<file path="src/hw/rtl/hbs_pkg.sv">
// ----------------------------------------------------------------------------
// hbs_pkg: shared definitions for the height-map bilinear sampler
// Widths, register reset values, CSR indexes, sequencer states and the
// control word of the shared multiply-accumulate unit.
// ----------------------------------------------------------------------------
package hbs_pkg;

   // map geometry and fixed-point format
   localparam int MAP_BITS  = 10;                  // log2 of the map side
   localparam int FRAC_BITS = 8;
   localparam int COORD_W   = 20;                  // signed Q11.8
   localparam int HEIGHT_W  = 16;                  // raw stored height
   localparam int SCALE_W   = 24;                  // Q0.24 metres per unit
   localparam int ADDR_W    = 2 * MAP_BITS;        // row * side + col
   localparam int WEIGHT_W  = FRAC_BITS + 1;       // holds 1.0
   localparam int LERP_W    = HEIGHT_W + FRAC_BITS;      // one z lerp
   localparam int OPA_W     = HEIGHT_W + 2 * FRAC_BITS;  // full bilinear sum
   localparam int ACC_W     = OPA_W + SCALE_W;           // scaled product
   localparam int OUT_W     = 16;

   localparam logic [WEIGHT_W-1:0] WEIGHT_ONE = WEIGHT_W'(1 << FRAC_BITS);

   // configuration reset values
   localparam logic signed [COORD_W-1:0] CLAMP_LOW_RST  = 20'sd0;
   localparam logic signed [COORD_W-1:0] CLAMP_HIGH_RST = 20'sd261888;
   localparam logic [SCALE_W-1:0]        SCALE_RST      = 24'd51252;

   // request kinds carried in tuser
   localparam logic REQ_WRITE = 1'b0;
   localparam logic REQ_QUERY = 1'b1;

   typedef enum logic [1:0] {
      CSR_CLAMP_LOW   = 2'd0,
      CSR_CLAMP_HIGH  = 2'd1,
      CSR_MAP_PRESENT = 2'd2,
      CSR_SCALE       = 2'd3
   } csr_idx_type;

   typedef enum logic [2:0] {
      ST_IDLE,
      ST_CLAMP,
      ST_ADDR,
      ST_MAC,
      ST_OUT
   } state_type;

   // multiply-accumulate steps of one query
   typedef enum logic [2:0] {
      STEP_A0,      // acc  = s00 * (1-fz)
      STEP_A1,      // acc += s10 * fz          -> a
      STEP_B0,      // acc  = s01 * (1-fz), keep a
      STEP_B1,      // acc += s11 * fz          -> b
      STEP_HX1,     // acc  = b * fx
      STEP_HX0,     // acc += a * (1-fx)        -> h
      STEP_SCALE    // acc  = h * height_scale
   } mac_step_type;

   typedef enum logic [1:0] {
      OPA_RDATA,
      OPA_SAVED,
      OPA_ACC
   } opa_sel_type;

   typedef enum logic [2:0] {
      OPB_INV_FZ,
      OPB_FZ,
      OPB_FX,
      OPB_INV_FX,
      OPB_SCALE
   } opb_sel_type;

   typedef struct packed {
      logic        en;       // update accumulator
      logic        clear;    // load product instead of adding
      logic        save_a;   // copy accumulator into the saved lerp
      opa_sel_type opa_sel;
      opb_sel_type opb_sel;
   } mac_ctl_type;

endpackage

</file>
<file path="src/hw/rtl/hbs_mac.sv">
// ----------------------------------------------------------------------------
// hbs_mac: shared multiply-accumulate unit
// One multiplier with operand selection; the accumulator either loads the
// product or adds it. Holds the first z lerp for the final x lerp.
// ----------------------------------------------------------------------------
module hbs_mac (
   input  logic                             clock,
   input  hbs_pkg::mac_ctl_type             ctl,
   input  logic [hbs_pkg::HEIGHT_W-1:0]     rdata,
   input  logic [hbs_pkg::FRAC_BITS-1:0]    fx,
   input  logic [hbs_pkg::FRAC_BITS-1:0]    fz,
   input  logic [hbs_pkg::SCALE_W-1:0]      scale,
   output logic [hbs_pkg::ACC_W-1:0]        acc
);

   logic [hbs_pkg::ACC_W-1:0]    acc_ff;
   logic [hbs_pkg::ACC_W-1:0]    acc_in;
   logic [hbs_pkg::LERP_W-1:0]   saved_ff;
   logic [hbs_pkg::OPA_W-1:0]    opa;
   logic [hbs_pkg::SCALE_W-1:0]  opb;
   logic [hbs_pkg::ACC_W-1:0]    prod;
   logic [hbs_pkg::WEIGHT_W-1:0] inv_fx;
   logic [hbs_pkg::WEIGHT_W-1:0] inv_fz;

   // complementary weights, 1.0 - fraction
   assign inv_fx = hbs_pkg::WEIGHT_ONE - {1'b0, fx};
   assign inv_fz = hbs_pkg::WEIGHT_ONE - {1'b0, fz};

   // operand A select
   always_comb begin
      case (ctl.opa_sel)
         hbs_pkg::OPA_RDATA: opa = hbs_pkg::OPA_W'(rdata);
         hbs_pkg::OPA_SAVED: opa = hbs_pkg::OPA_W'(saved_ff);
         hbs_pkg::OPA_ACC:   opa = acc_ff[hbs_pkg::OPA_W-1:0];
         default:            opa = '0;
      endcase
   end

   // operand B select
   always_comb begin
      case (ctl.opb_sel)
         hbs_pkg::OPB_INV_FZ: opb = hbs_pkg::SCALE_W'(inv_fz);
         hbs_pkg::OPB_FZ:     opb = hbs_pkg::SCALE_W'(fz);
         hbs_pkg::OPB_FX:     opb = hbs_pkg::SCALE_W'(fx);
         hbs_pkg::OPB_INV_FX: opb = hbs_pkg::SCALE_W'(inv_fx);
         hbs_pkg::OPB_SCALE:  opb = scale;
         default:             opb = '0;
      endcase
   end

   // multiply, then load or accumulate
   assign prod   = hbs_pkg::ACC_W'(opa) * hbs_pkg::ACC_W'(opb);
   assign acc_in = ctl.clear ? prod : acc_ff + prod;

   always_ff @(posedge clock) begin
      if (ctl.en) begin
         acc_ff <= acc_in;
      end
      if (ctl.save_a) begin
         saved_ff <= acc_ff[hbs_pkg::LERP_W-1:0];
      end
   end

   assign acc = acc_ff;

endmodule

</file>
<file path="config.mk">
export PLATFORM = sky130hd
export DESIGN_NAME = hbs_mac
export DESIGN_NICKNAME = d
export VERILOG_FILES = /design/src/hw/rtl/hbs_pkg.sv /design/src/hw/rtl/hbs_mac.sv
export SDC_FILE = /design/constraint.sdc
export NUM_CORES = 2
export LEC_CHECK = 0
export BUFFER_PORTS_ARGS = -buffer_cell sky130_fd_sc_hd__buf_4
export CAP_MARGIN = 25
export CORE_AREA = 2 2 261 263
export DETAILED_ROUTE_END_ITERATION = 16
export DIE_AREA = 0 0 263 265
export PLACE_DENSITY_LB_ADDON = 0.08
export SLEW_MARGIN = 0
export SYNTH_ARGS = -nofsm -noshare
export SYNTH_HDL_FRONTEND = slang
export SYNTH_SLANG_ARGS = --single-unit
</file>
<file path="constraint.sdc">
create_clock -name clock -period 13.6 [get_ports clock]
set_clock_uncertainty 0.05 [all_clocks]
set_input_delay 1.36 -clock clock [delete_from_list [all_inputs] [get_ports clock]]
set_output_delay 1.36 -clock clock [all_outputs]
set_load 0.005 [all_outputs]
</file>
==> summary.txt <==
Critical path
  • CP top delay family: adder cells
  • Worst path max stage delay: 0.55 ns
  • Buf+Inv Stages, Crit Path: 5
  • Critical Path AT: 12.91 ns
  • R2R setup slack: 2.75 ns
  • Worst Setup Start Kind: primary input
  • R2R Path Start: acc[12]$_DFFE_PP_
  • CP max stage cell: or4_1
  • Max FO, Critical Path: 23
  • Crit path kind: in2reg
  • Data required, critical path: 13.67 ns
  • Crit. End Element: flip-flop
  • RR Endpoint: acc[55]$_DFFE_PP_
  • Most common cell on crit path: fa_1
  • Reg2reg path depth: 36

Placement
  • Post-DP Area: 33300 sq um
  • DP Worst Slack: 0.394 ns
  • GP Congestion: 0.966
  • HPWL after detailed placement: 87900 microns
  • Number of placed instances, taps included: 4542
  • PortBufs: 120

Die
  • Die area: 69700 sq um
  • Row count: 95
  • Die X: 263 microns
  • Initial Util: 46.8%
  • Chip Height: 265 microns
  • Total I/O pin count: 121
  • Core box area: 66800 sq um

Hold path
  • Hold_sp: acc[0]$_DFFE_PP_
  • End point of the worst hold path: saved_ff[0]$_DFFE_PP_
  • Min-Delay Path Class: reg2reg
  • Hold Crit Depth: 0

Final layout
  • Storage cell area: 2400 sq um
  • Layout Cells excl Fill: 4560
  • Final Cell Area: 33600 sq um
  • Syn-to-layout area delta: 7.68%
  • Nets: 4645
  • Proportion of layout cells with a drive suffix above 1: 7.41%
  • Area of the multi-input gates: 25400 sq um
  • Fillers: 6452

STA
  • RSZ-0062 raised after global routing: false
  • Final Hold Vio Count: 0
  • Tightest Pin Transition: 1.22 ns
  • Peak Freq: 0.0778 GHz
  • Final hold slack: 0.567 ns
  • Rel. slew slack: 18.6%
  • Final Max Tran Viols: 0
  • Final setup margin: 0.751 ns
  • Finish-stage setup viols: 0
  • Setup TNS: 0 ns
  • Period utilization: 94.5%
  • Minimum period implied by the final worst setup slack: 12.85 ns

Routing
  • Drt first-iter violations: 2004
  • Post-route DRC: 0
  • Detailed-route via count: 25521
  • WL per Instance: 22.8 microns
  • ANT nets after route: 0
  • Drt pass-1 iters: 7
  • Vias/cell: 5.60
  • Final WL: 104000 microns

Power
  • Logic pwr share: 85.1%
  • Net Switching: 3.61 mW
  • Sequential Power Share: 9.8%
  • Pint: 2.72 mW
  • Maximum VDD drop: 0.000319 V
  • Sw frac: 57.0%
  • PD cells: 188 nW/um^2
  • Clock power share: 5.1%
  • Leakage: 15.5 nW

Synth
  • Sequential-to-total area share from yosys stat: 7.69%
  • Asr flop ratio synth: 0%
  • Post-Syn Area: 31200 sq um
  • EDFF count, synth: 80
  • FF+latch count, synth: 80
  • YS warnings: 0
  • Number of distinct library cells after synthesis: 72
  • Avg Cell Area, Syn: 8.57 sq um
  • Post-Syn Instances: 3647
  • Syn nets: 4612
  • Primary FF master, synth: edfxtp_1

Clock network
  • CTS Sinks: 80
  • TritonCTS clock tree: done
  • CTS max path bufs: 2
  • CTS Buf Count: 9
  • Post-CTS resize count: 0
  • Post-CTS Hold Fix Bufs: 0
  • Clock Latency Late Sink: 0.37 ns
  • Worst-path clk slew: 0.07 ns
  • Post-CTS Setup Bufs: 0
  • Clk root buf: clkbuf_16
  • Htree depth: 3

Global routing
  • Global Route Usage Sum: 31.0%
  • Vias in the first global route: 27115
  • First-pass GRT wire length: 163000 microns
  • Initial antenna violation count: 3
  • Largest net degree at the start of global routing: 57
  • Overflow after GRT: 0

Job
  • Total of max-cap violations: 0

Run status
  • Status: complete, no violations
-- through the flow --
stage / util (%) / total power [mW]
floorplan: - / 4.30
CTS: 50.3 / 6.29
global route: 50.3 / 6.98
finish: 50.4 / 6.33
global placement: 49.8 / 5.93
detailed placement: 49.8 / 5.89
-- placed cells by master (no fill, tap or decap), drive strengths merged, types with 60 or more instances in the layout --
master    n
edfxtp   80
fa      659
nand2   634
buf     205
a21o     90
nor2    314
xnor2    60
a21oi   117
ha      241
o21ai    96
inv     748
-- layout make-up --
class,instances,area share [%]
antenna,2,0.0149
inverter,745,8.31
timing repair buffer,205,4.58
tap,873,3.25
multi-input combinational,2639,75.6
clock buffer,9,0.670
clock inverter,7,0.443
sequential,80,7.14
-- registers in the layout, summed over array words and instances, names as in the netlist --
register	count
acc	56
saved_ff	24
-- cells by family after synthesis --
family          synth area share, %
fa+ha+maj                      51.9
flops                          7.69
buf+inv                        11.2
compound gates                 9.74
xor+xnor                       3.07
simple gates                   15.2
mux                            1.27
-- power by group through the flow --
stage,Clock [mW],Sequential (mW),Combinational (mW)
floorplan,0,0.544,3.76
global placement,0,0.625,5.30
detailed placement,0,0.626,5.27
CTS,0.330,0.622,5.34
global route,0.337,0.634,6.01
finish,0.321,0.623,5.39
-- worst max path at each step --
stage	from	to	slack, ns	cells after the start
after floorplan	ctl[2]	acc[55]$_DFFE_PP_	2.05	43
after global placement	ctl[1]	acc[55]$_DFFE_PP_	0.66	39
after detailed placement	ctl[1]	acc[55]$_DFFE_PP_	0.39	39
after CTS	ctl[1]	acc[55]$_DFFE_PP_	0.71	39
after global routing	ctl[1]	acc[55]$_DFFE_PP_	0.002	41
final	ctl[1]	acc[55]$_DFFE_PP_	0.75	41
-- worst register-to-register path, delay by kind of cell (launching register included) --
| family | cells | cell delay, ns |
|---|---|---|
| buf+inv | 7 | 0.44 |
| mux | 1 | 0.27 |
| xor+xnor | 2 | 0.48 |
| flops | 1 | 0.64 |
| compound gates | 16 | 4.09 |
| fa+ha+maj | 9 | 4.40 |
| simple gates | 1 | 0.21 |
-- synthesized netlist by cell type (all sizes together) (19+ instances only) --
master	n	area share, %
a21o	90	2.2
a21oi	117	1.9
a31oi	19	0.42
and2	47	0.94
clkbuf	165	2.0
edfxtp	80	7.7
fa	659	42
ha	241	9.7
inv	745	9.0
mux2i	26	0.83
nand2	634	7.6
nand2b	20	0.40
nand3	22	0.37
nand4	25	0.50
nor2	314	3.8
nor2b	25	0.50
o21ai	96	1.6
o21bai	22	0.54
xnor2	60	1.7
xor2	47	1.3
-- layer usage --
layer	part of all wire [%]	global-route usage [%]
met1	43	44.4
met2	44	48.4
met3	8.9	4.97
met4	3.5	9.50
met5	0.012	0
No activity file was read; power rests on OpenSTA's default activity.
